File: src/hw/rtl/ols_pkg.sv
// ols_pkg: shared constants for the ordered list store
// list depth, derived widths, operation and status codes
// no dependencies
`default_nettype none

package ols_pkg;

  localparam int LIST_DEPTH = 16;
  localparam int CNT_W      = $clog2(LIST_DEPTH + 1);
  localparam int IDX_W      = (LIST_DEPTH > 1) ? $clog2(LIST_DEPTH) : 1;
  localparam int VAL_W      = 32;

  localparam logic [1:0] OP_INSERT  = 2'd0;
  localparam logic [1:0] OP_DELETE  = 2'd1;
  localparam logic [1:0] OP_DISPLAY = 2'd2;

  localparam logic [2:0] ST_INS_FIRST = 3'd0;
  localparam logic [2:0] ST_INS_END   = 3'd1;
  localparam logic [2:0] ST_DELETED   = 3'd2;
  localparam logic [2:0] ST_NOT_FOUND = 3'd3;
  localparam logic [2:0] ST_EMPTY     = 3'd4;
  localparam logic [2:0] ST_FULL      = 3'd5;
  localparam logic [2:0] ST_ELEMENT   = 3'd6;

endpackage

`default_nettype wire

File: src/hw/rtl/ordered_list_store.sv
// ordered_list_store: bounded ordered list of signed 32-bit values
// entry memory with one write port and one read port, stepped by a small sequencer; uses ols_pkg
//
// One item is taken at a time; in_tready is high only while the sequencer is idle and the
// result register is empty. Insert gives one result (full when the list holds LIST_DEPTH
// entries). Delete scans the list entry by entry, each read through the one registered
// memory read port and then compared, then closes the gap by reading and writing back each
// moved entry; it gives one result: deleted, not found or empty. Display reads each entry
// and gives one element result per entry with tlast on the final one, or a single empty
// result; it stalls while a result is held and out_tready is low.
// Operation code 3 is accepted and dropped with no result.
`default_nettype none

module ordered_list_store import ols_pkg::*; (
  input  wire logic             clk,
  input  wire logic             rst_n,
  input  wire logic             in_tvalid,
  output logic                  in_tready,
  input  wire logic [VAL_W-1:0] in_tdata,   // [31:0] value
  input  wire logic [1:0]       in_tuser,   // [1:0] operation
  output logic                  out_tvalid,
  input  wire logic             out_tready,
  output logic [VAL_W-1:0]      out_tdata,  // [31:0] item_value
  output logic [2:0]            out_tuser,  // [2:0] status
  output logic                  out_tlast
);

  localparam logic [2:0] S_IDLE     = 3'd0;
  localparam logic [2:0] S_SRCH_RD  = 3'd1;
  localparam logic [2:0] S_SRCH_CMP = 3'd2;
  localparam logic [2:0] S_SHIFT_RD = 3'd3;
  localparam logic [2:0] S_SHIFT_WR = 3'd4;
  localparam logic [2:0] S_DISP_RD  = 3'd5;
  localparam logic [2:0] S_DISP_OUT = 3'd6;

  logic [VAL_W-1:0] mem [LIST_DEPTH];
  logic [VAL_W-1:0] rd_data_r;

  logic [2:0]       state_r, state_nxt;
  logic [CNT_W-1:0] count_r, count_nxt;
  logic [IDX_W-1:0] idx_r, idx_nxt;
  logic [VAL_W-1:0] key_r, key_nxt;

  logic             ovalid_r, ovalid_nxt;
  logic [VAL_W-1:0] odata_r, odata_nxt;
  logic [2:0]       ostat_r, ostat_nxt;
  logic             olast_r, olast_nxt;

  logic             wr_en;
  logic [IDX_W-1:0] wr_addr;
  logic [VAL_W-1:0] wr_data;
  logic [IDX_W-1:0] rd_addr;

  logic             accept;
  logic             slot_free;
  logic [CNT_W-1:0] idx_inc;
  logic             at_end;

  assign in_tready  = (state_r == S_IDLE) && !ovalid_r;
  assign accept     = in_tvalid && in_tready;
  assign slot_free  = !ovalid_r || out_tready;
  assign idx_inc    = CNT_W'(idx_r) + CNT_W'(1);
  assign at_end     = (idx_inc >= count_r);
  assign rd_addr    = (state_r == S_SHIFT_RD) ? idx_r + IDX_W'(1) : idx_r;

  assign out_tvalid = ovalid_r;
  assign out_tdata  = odata_r;
  assign out_tuser  = ostat_r;
  assign out_tlast  = olast_r;

  always_ff @(posedge clk) begin
    if (wr_en) begin
      mem[wr_addr] <= wr_data;
    end
    rd_data_r <= mem[rd_addr];
  end

  always_comb begin
    state_nxt  = state_r;
    count_nxt  = count_r;
    idx_nxt    = idx_r;
    key_nxt    = key_r;
    ovalid_nxt = ovalid_r && !out_tready;
    odata_nxt  = odata_r;
    ostat_nxt  = ostat_r;
    olast_nxt  = olast_r;
    wr_en      = 1'b0;
    wr_addr    = idx_r;
    wr_data    = rd_data_r;

    unique case (state_r)
      S_IDLE: begin
        if (accept) begin
          key_nxt = in_tdata;
          idx_nxt = '0;
          unique case (in_tuser)
            OP_INSERT: begin
              ovalid_nxt = 1'b1;
              olast_nxt  = 1'b1;
              if (count_r >= CNT_W'(LIST_DEPTH)) begin
                ostat_nxt = ST_FULL;
                odata_nxt = '0;
              end else begin
                wr_en     = 1'b1;
                wr_addr   = IDX_W'(count_r);
                wr_data   = in_tdata;
                ostat_nxt = (count_r == '0) ? ST_INS_FIRST : ST_INS_END;
                odata_nxt = in_tdata;
                count_nxt = count_r + CNT_W'(1);
              end
            end
            OP_DELETE, OP_DISPLAY: begin
              if (count_r == '0) begin
                ovalid_nxt = 1'b1;
                olast_nxt  = 1'b1;
                ostat_nxt  = ST_EMPTY;
                odata_nxt  = '0;
              end else begin
                state_nxt = (in_tuser == OP_DELETE) ? S_SRCH_RD : S_DISP_RD;
              end
            end
            default: begin
              state_nxt = S_IDLE;
            end
          endcase
        end
      end
      S_SRCH_RD: begin
        state_nxt = S_SRCH_CMP;
      end
      S_SRCH_CMP: begin
        if (rd_data_r == key_r) begin
          state_nxt = S_SHIFT_RD;
        end else if (at_end) begin
          ovalid_nxt = 1'b1;
          olast_nxt  = 1'b1;
          ostat_nxt  = ST_NOT_FOUND;
          odata_nxt  = '0;
          state_nxt  = S_IDLE;
        end else begin
          idx_nxt   = idx_r + IDX_W'(1);
          state_nxt = S_SRCH_RD;
        end
      end
      S_SHIFT_RD: begin
        if (at_end) begin
          count_nxt  = count_r - CNT_W'(1);
          ovalid_nxt = 1'b1;
          olast_nxt  = 1'b1;
          ostat_nxt  = ST_DELETED;
          odata_nxt  = key_r;
          state_nxt  = S_IDLE;
        end else begin
          state_nxt = S_SHIFT_WR;
        end
      end
      S_SHIFT_WR: begin
        wr_en     = 1'b1;
        wr_addr   = idx_r;
        wr_data   = rd_data_r;
        idx_nxt   = idx_r + IDX_W'(1);
        state_nxt = S_SHIFT_RD;
      end
      S_DISP_RD: begin
        state_nxt = S_DISP_OUT;
      end
      S_DISP_OUT: begin
        if (slot_free) begin
          ovalid_nxt = 1'b1;
          ostat_nxt  = ST_ELEMENT;
          odata_nxt  = rd_data_r;
          olast_nxt  = at_end;
          if (at_end) begin
            state_nxt = S_IDLE;
          end else begin
            idx_nxt   = idx_r + IDX_W'(1);
            state_nxt = S_DISP_RD;
          end
        end
      end
      default: begin
        state_nxt = S_IDLE;
      end
    endcase
  end

  always_ff @(posedge clk) begin
    if (!rst_n) begin
      state_r  <= S_IDLE;
      count_r  <= '0;
      idx_r    <= '0;
      ovalid_r <= 1'b0;
    end else begin
      state_r  <= state_nxt;
      count_r  <= count_nxt;
      idx_r    <= idx_nxt;
      ovalid_r <= ovalid_nxt;
    end
  end

  always_ff @(posedge clk) begin
    key_r   <= key_nxt;
    odata_r <= odata_nxt;
    ostat_r <= ostat_nxt;
    olast_r <= olast_nxt;
  end

endmodule

`default_nettype wire

File: config.mk
export PLATFORM = sky130hd
export DESIGN_NAME = ordered_list_store
export DESIGN_NICKNAME = d
export VERILOG_FILES = /design/src/hw/rtl/ols_pkg.sv /design/src/hw/rtl/ordered_list_store.sv
export SDC_FILE = /design/constraint.sdc
export NUM_CORES = 1
export LEC_CHECK = 0
export BUFFER_PORTS_ARGS = -buffer_cell sky130_fd_sc_hd__clkbuf_2
export CAP_MARGIN = 20
export CORE_MARGIN = 5
export CORE_UTILIZATION = 55
export DETAILED_ROUTE_END_ITERATION = 6
export PLACE_DENSITY = 0.76
export SLEW_MARGIN = 20
export SYNTH_ARGS = -nofsm -noshare
export SYNTH_HDL_FRONTEND = slang
export SYNTH_SLANG_ARGS = --single-unit
File: constraint.sdc
create_clock -name clk -period 5 [get_ports clk]
set_input_delay 1 -clock clk [delete_from_list [all_inputs] [get_ports clk]]
set_output_delay 1 -clock clk [all_outputs]
set_load 0.05 [all_outputs]
==> impl_results.md, run 1 <==
- Count of cell types in the netlist: 62
- Outcome: finished with violations
- Share of the core filled with cells: 0.636
- Most common cell on crit path: sky130_fd_sc_hd__buf_4
- Global-route wire length before repair: 87.7 mm
- Post_cts resized: 0
- Post-Syn Instances: 1364
- Per-cell via count in the routed design: 6.40
- Number of max-slew violations in the final report: 0
- Height of the die: 222 um
- # placed instances: 2001
- Crit share post-route: 0.731
- Maximum number of pins on one net before global-route repair: 52
- GP Congestion: 0.858
- Worst slew slack as a fraction of its limit: 0.301
- Number of antenna violations at the first check in global routing: 5
- Transition at the pin with the smallest max-transition slack: 1050 ps
- Post-CTS setup buffer count: 0
- Site row count: 77
- Die Outline Area: 0.0495 mm^2
- Crit path launch type: register
- Total number of vias: 13600
- Asr flop ratio synth: 0
- Insertion delay to the later sink of the worst-skew pair: 620 ps
- Area of the core: 0.0444 mm^2
- Total nets after synthesis: 1415
- Sw Share: 0.233
- Post-synthesis to final-layout area growth: 13.8%
- Power per Cell Area: 414 mW/mm^2
- Max Cap Viol: 0
- Arrival @ worst endpoint: 3990 ps
- Initial Util: 0.559
- Critical path start-end classification: reg -> reg
- Number of sinks driven by the clock tree: 625
- Synth warnings: 0
- Power share of the sequential group: 0.520
- Shortest clock period the worst path allows after layout: 3660 ps
- Seq/Total Area, Yosys: 0.738
- Kind of cell adding the most delay to the critical path: simple AND/OR/NAND/NOR gates
- I/O pin total: 76
- DRC marker count from the first detailed-route iteration: 1823
- Post-DR wirelength/cell: 27.4 um
- Total met3 wirelength after detailed routing: 5.58 mm
- Final-report setup violation count: 0
- Total global routing track utilization: 0.234
- Path category of the worst min-delay check: reg -> reg
- RSZ-0062 raised after global routing: no
- Buffer levels on the longest clock path: 3
- Internal power: 8.97 mW
- Number of antenna-violating nets in the routed design: 0
- Clock Root Buffer: sky130_fd_sc_hd__clkbuf_16
- Number of buffer and inverter stages on the critical path: 2
- Final Instance Count excl. Fillers: 2118
- Routed length on met1: 22.6 mm
- Uppermost layer routed: met5
- Worst hold slack after final layout: 553 ps
- Hold bufs inserted after CTS: 0
- H-tree lvl count: 2
- Most common flop cell mapped by yosys: sky130_fd_sc_hd__edfxtp_1
- DRC: 3
- Filler Cell Count: 2956
- Most frequent cells in the layout: sky130_fd_sc_hd__edfxtp_1, sky130_fd_sc_hd__mux4_2, sky130_fd_sc_hd__nand2_1
- Area fraction of the dominant cell type after synthesis: 0.702
- Worst vdd rail ir drop: 0.000298 V
- Critical path cell sequence: nor4_2 -> nand4_4 -> buf_4 -> a31oi_1 -> nor2b_4 -> buf_4
- Half-perimeter wire length after placement: 35.2 mm
- Syn Area/Cell: 18.2 um^2
- Post-route total power: 11.7 mW
- Number of nets in the layout: 1523
- CP peak stage delay: 820 ps
- TritonRoute pass-1 iters: 7
- Crit Path Max Fanout: 26
- Pleak: 9.49 nW
- Max Freq: 274 MHz
- TritonCTS buffer count: 61
- Comb power frac: 0.086
- Final clock skew: 14.1 ps
- Sw power: 2.72 mW
- Dominant cells by area after synthesis: sky130_fd_sc_hd__edfxtp_1, sky130_fd_sc_hd__mux4_2, sky130_fd_sc_hd__dfxtp_1
- Final number of hold-violating endpoints: 0
- Critical path data required time: 5340 ps
- TNS Setup: 0 ps
- Vias in the first global route: 13600
- Number of enable flip-flop cells after synthesis: 580
- Commonest non-fill, non-tap cell in the layout: sky130_fd_sc_hd__edfxtp_1
- Failing checks: design-rule violations
- PortBufs: 75
- Cell type contributing the most total cell area after synthesis: sky130_fd_sc_hd__edfxtp_1
- Share of total power in the clock network: 0.394
- Routed WL: 58.0 mm
- Share of layout cells above drive strength 1: 0.256
- Chip Width: 222 um
- Number of flip-flops and latches in the synthesized netlist: 625
- Post-Syn Area: 0.0248 mm^2
- Routed wire length on met2: 28.3 mm
- Clock slew at the register clock pins of the worst setup and hold paths: 60 ps
- Critical path's slowest cell: sky130_fd_sc_hd__a31oi_1
- Crit path capture type: register
- CTS tree: built
- Total grt overflow: 0
## power by group through the flow
stage	logic, mW	clock network (mW)	registers (mW)
floorplan	0.489	0	6.33
global placement	0.979	0	6.18
detailed placement	1.00	0	6.19
CTS	1.01	4.66	6.08
global route	1.07	4.91	6.09
finish	1.00	4.61	6.08
## cell usage after synthesis (19+ instances only)
master / count
sky130_fd_sc_hd__a222oi_1: 32
sky130_fd_sc_hd__a22o_1: 33
sky130_fd_sc_hd__a22oi_1: 52
sky130_fd_sc_hd__clkbuf_1: 44
sky130_fd_sc_hd__dfxtp_1: 45
sky130_fd_sc_hd__edfxtp_1: 580
sky130_fd_sc_hd__inv_1: 45
sky130_fd_sc_hd__mux2_2: 36
sky130_fd_sc_hd__mux4_2: 108
sky130_fd_sc_hd__nand2_1: 100
sky130_fd_sc_hd__nand3_1: 23
sky130_fd_sc_hd__nand4_1: 19
sky130_fd_sc_hd__nor2_1: 35
sky130_fd_sc_hd__xnor2_1: 38
## routing by layer
layer / vias up / GRT usage
met5: - / 0
li1: 5759 / -
met3: 112 / 0.0417
met4: 10 / 0.0682
met1: 6939 / 0.341
met2: 741 / 0.372
## kinds of logic (layout without fill, tap and decap cells)
family,after synthesis,in the layout,synth area share
AOI/OAI and AO/OA,190,190,0.0603
xor gates and xnor gates,41,41,0.0151
adders and majority gates,13,13,0.00685
buffers and inverters,119,280,0.0201
DFF,625,625,0.738
muxes,151,151,0.117
other,0,1,0
and+or+nand+nor,225,225,0.0427
## final cells by class
cell class / count / area (um^2) / area share
clock buffer: 87 / 1750 / 0.0619
clock inverter: 29 / 292 / 0.0103
tap: 592 / 741 / 0.0262
timing repair buffer: 117 / 753 / 0.0267
sequential: 625 / 18300 / 0.649
antenna: 1 / 2.50 / 0.0000886
multi-input combinational: 620 / 6210 / 0.220
inverter: 47 / 176 / 0.00625
## sequential cells by signal, indices dropped and copies added (netlist names)
| signal | flops |
|---|---|
| count_r | 5 |
| idx_r | 4 |
| key_r | 32 |
| mem | 512 |
| out_tdata | 32 |
| out_tlast | 1 |
| out_tuser | 3 |
| out_tvalid | 1 |
| rd_data_r | 32 |
| state_r | 3 |
## stage by stage
stage	area, um^2	setup slack (ps)
after CTS	28200	1350
after detailed placement	26200	1020
after floorplan	24800	18.6
after global routing	28200	1100
final	28200	1340
after global placement	26200	1090
## worst paths after layout
path              startpoint           to  slack (ps)  cells past startpoint
hold / removal    count_r[2]   count_r[2]         550                      2
hold reg to reg   count_r[2]   count_r[2]         550                      2
setup reg to reg  state_r[0]  mem[14][30]        1340                      6
setup / recovery  state_r[0]  mem[14][30]        1340                      6
## worst reg2reg max path, stage by stage, from the launching register on
cell and delay, ps:
sky130_fd_sc_hd__dfxtp_1 540, sky130_fd_sc_hd__nor4_2 550, sky130_fd_sc_hd__nand4_4 390, sky130_fd_sc_hd__buf_4 400, sky130_fd_sc_hd__a31oi_1 820, sky130_fd_sc_hd__nor2b_4 320, sky130_fd_sc_hd__buf_4 340
(Power assumes the default switching activity.)
==> run 2: changes to the inputs <==
==> constraint.sdc (replaced) <==
create_clock -name clk -period 3.14 [get_ports clk]
set_input_delay 0.628 -clock clk [delete_from_list [all_inputs] [get_ports clk]]
set_output_delay 0.628 -clock clk [all_outputs]
set_load 0.05 [all_outputs]
==> run 2 against run 1 <==
The run now ends clean. Worst hold slack got worse by 330 ps. Clock skew increased by 3.6 ps. Sequential share of layout area decreased by 1.3 points. Setup slack got worse by 1100 ps. Via count increased by 2.0%. Critical path type unchanged. Count of clock-buffer cells in the layout decreased by 6. Die area unchanged. Global-route usage increased by 0.62 points. Critical path depth increased by 4. Utilization increased by 1.3 points.
==> impl_results.md, run 2 (synthesized netlist as in run 1, its figures left out) <==
- Total number of vias: 13800 (+2.0%)
- Worst R2R Start: idx_r[0]
- Number of nets in the layout: 1564 (+2.7%)
- Reg-to-reg slack, setup: 210 ps (-1130 ps)
- Worst slew slack as a fraction of its limit: 0.251 (-0.0501)
- WHS Endpoint: key_r[8]
- Max Freq: 342 MHz (+25%)
- Die Outline Area: 0.0495 mm^2 (unchanged)
- Count of inserted antenna diode cells: 0 (-1)
- Pleak: 9.78 nW (+3.0%)
- Height of the die: 222 um (unchanged)
- Buffer levels on the longest clock path: 3 (unchanged)
- Most frequent cells in the layout: sky130_fd_sc_hd__edfxtp_1, sky130_fd_sc_hd__mux4_2, sky130_fd_sc_hd__nand2_1
- Crit path launch type: register
- Vias in the first global route: 13800 (+1.4%)
- Clock slew at the register clock pins of the worst setup and hold paths: 60 ps (about the same)
- Crit Path Max Fanout: 17 (-35%)
- Per-cell via count in the routed design: 6.42 (+0.20%)
- Chip Width: 222 um (unchanged)
- Final Instance Count excl. Fillers: 2157 (+1.8%)
- Crit path capture type: register
- GP Congestion: 0.877 (+2.3%)
- Share of layout cells above drive strength 1: 0.279 (+0.0229)
- Post-CTS setup buffer count: 0 (unchanged)
- Kind of cell adding the most delay to the critical path: compound AO/OA/AOI/OAI gates
- Comb power frac: 0.088 (+0.002)
- DRC: 0 (-3)
- Share of total power in the clock network: 0.395 (about the same)
- TritonRoute pass-1 iters: 7 (unchanged)
- CP Launch Point: idx_r[0]
- I/O pin total: 76 (unchanged)
- RSZ-0062 raised after global routing: no
- Crit share post-route: 0.932 (+0.201)
- Post_cts resized: 0 (unchanged)
- Shortest clock period the worst path allows after layout: 2930 ps (-730 ps)
- Power per Cell Area: 652 mW/mm^2 (+58%)
- H-tree lvl count: 2 (unchanged)
- Number of sinks driven by the clock tree: 625 (unchanged)
- CP peak stage delay: 390 ps (-430 ps)
- Site row count: 77 (unchanged)
- Path category of the worst min-delay check: in -> reg
- Hold bufs inserted after CTS: 0 (unchanged)
- Filler Cell Count: 2845 (-3.8%)
- Final clock skew: 17.7 ps (+3.58 ps)
- Global-route wire length before repair: 89.0 mm (+1.6%)
- Number of buffer and inverter stages on the critical path: 2 (unchanged)
- Critical path data required time: 3520 ps (-1820 ps)
- Number of cells on the worst reg-to-reg path: 10 (+4)
- Start point of the worst min-delay path: in_tdata[8]
- Sw Share: 0.238 (+0.00543)
- Maximum number of pins on one net before global-route repair: 41 (-21%)
- Max Cap Viol: 0 (unchanged)
- Number of antenna-violating nets in the routed design: 0 (unchanged)
- Total global routing track utilization: 0.240 (+0.00617)
- Power share of the sequential group: 0.517 (-0.003)
- Arrival @ worst endpoint: 3300 ps (-690 ps)
- Total grt overflow: 0 (unchanged)
- Sw power: 4.47 mW (+64%)
- TritonCTS buffer count: 61 (unchanged)
- Routed WL: 59.6 mm (+2.7%)
- Area of the core: 0.0444 mm^2 (unchanged)
- Transition at the pin with the smallest max-transition slack: 1120 ps (+69.0 ps)
- PortBufs: 75 (unchanged)
- Worst vdd rail ir drop: 0.000459 V (+54%)
- Number of max-slew violations in the final report: 0 (unchanged)
- Post-DR wirelength/cell: 27.6 um (+0.80%)
- Destination of the worst register-to-register timing path: out_tuser[0]
- PnR worst setup slack: 214 ps (-1130 ps)
- Flip-flop count of the largest register after layout: 512 (unchanged)
- Worst setup slack after placement: 285 ps (-738 ps)
- # placed instances: 2042 (+2.0%)
- Half-perimeter wire length after placement: 36.5 mm (+3.8%)
- Insertion delay to the later sink of the worst-skew pair: 640 ps (+20 ps)
- Internal power: 14.3 mW (+60%)
- DRC marker count from the first detailed-route iteration: 1900 (+4.2%)
- Outcome: finished clean
- Number of antenna violations at the first check in global routing: 3 (-2)
- Commonest non-fill, non-tap cell in the layout: sky130_fd_sc_hd__edfxtp_1
- Critical path start-end classification: reg -> reg
- Share of the core filled with cells: 0.649 (+0.0128)
- Post-route total power: 18.8 mW (+61%)
- Clock Root Buffer: sky130_fd_sc_hd__clkbuf_16
- CTS tree: built
- Initial Util: 0.559 (unchanged)
- Hold depth: 1 (-1)
- Critical path's slowest cell: sky130_fd_sc_hd__a31oi_1
- Post-synthesis to final-layout area growth: 16.0%
- Top reg by flops: mem
- Critical path cell sequence: ha_1 -> nor2b_1 -> or2_2 -> ha_1 -> a21o_1 -> a31o_2 -> a31oi_1 -> buf_4 -> a211oi_4 -> buf_4
- Final number of hold-violating endpoints: 0 (unchanged)
- Final-report setup violation count: 0 (unchanged)
run 2: cell types whose count changed in the layout (fill, tap and decap cells not counted), moves of 2 or more:
cell	before	now
sky130_fd_sc_hd__clkinv_1	10	7
sky130_fd_sc_hd__buf_12	5	24
sky130_fd_sc_hd__clkbuf_1	16	12
sky130_fd_sc_hd__clkinv_2	8	14
sky130_fd_sc_hd__clkbuf_16	63	61
sky130_fd_sc_hd__inv_6	4	2
sky130_fd_sc_hd__nor4_2	2	0
sky130_fd_sc_hd__buf_4	37	59
run 2: metrics by stage:
stage	TNS (ps)	cell area, um^2	hold slack, ps
final	0	28800	219
after global routing	0	28800	207
after CTS	0	28800	193
after detailed placement	0	26700	525
after global placement	0	26700	518
after floorplan	-69680	24900	490
run 2: power groups by stage:
| stage | logic (mW) | clock network [mW] | registers (mW) |
|---|---|---|---|
| final | 1.66 | 7.42 | 9.70 |
| after floorplan | 0.796 | 0 | 10.1 |
| after CTS | 1.65 | 7.49 | 9.70 |
| after detailed placement | 1.65 | 0 | 9.87 |
| after global routing | 1.75 | 7.90 | 9.72 |
| after global placement | 1.61 | 0 | 9.87 |
run 2: worst register-to-register path, delay by kind of cell (launching register included):
kind                     cells  cell delay, ps
buffers and inverters        2             480
adder cells (fa/ha/maj)      2             560
AND/OR/NAND/NOR              2             460
flip-flops                   1             310
AO/OA/AOI/OAI                4             850
run 2: routing by layer:
| layer | global-route usage | vias up | routed length (um) |
|---|---|---|---|
| met5 | 0 | - | 0 |
| met4 | 0.0603 | 0 | 1390 |
| met3 | 0.0536 | 99 | 6510 |
| met2 | 0.372 | 841 | 28000 |
| met1 | 0.355 | 7070 | 23700 |
| li1 | - | 5828 | - |
run 2: cell type report:
cell class,instances,area (um^2),share of cell area
sequential,625,18300,0.636
multi-input combinational,620,6210,0.216
clock buffer,81,1680,0.0584
timing repair buffer,158,1300,0.0451
tap,592,741,0.0257
clock inverter,34,380,0.0132
inverter,47,176,0.00612
run 2: how the worst max path moves through the flow:
stage                               end  cells past startpoint
final                      out_tuser[0]                     10
after global routing      rd_data_r[22]                      8
after CTS                 out_tdata[12]                     10
after detailed placement  out_tdata[12]                     10
after global placement     out_tdata[0]                     10
after floorplan              mem[12][0]                      6
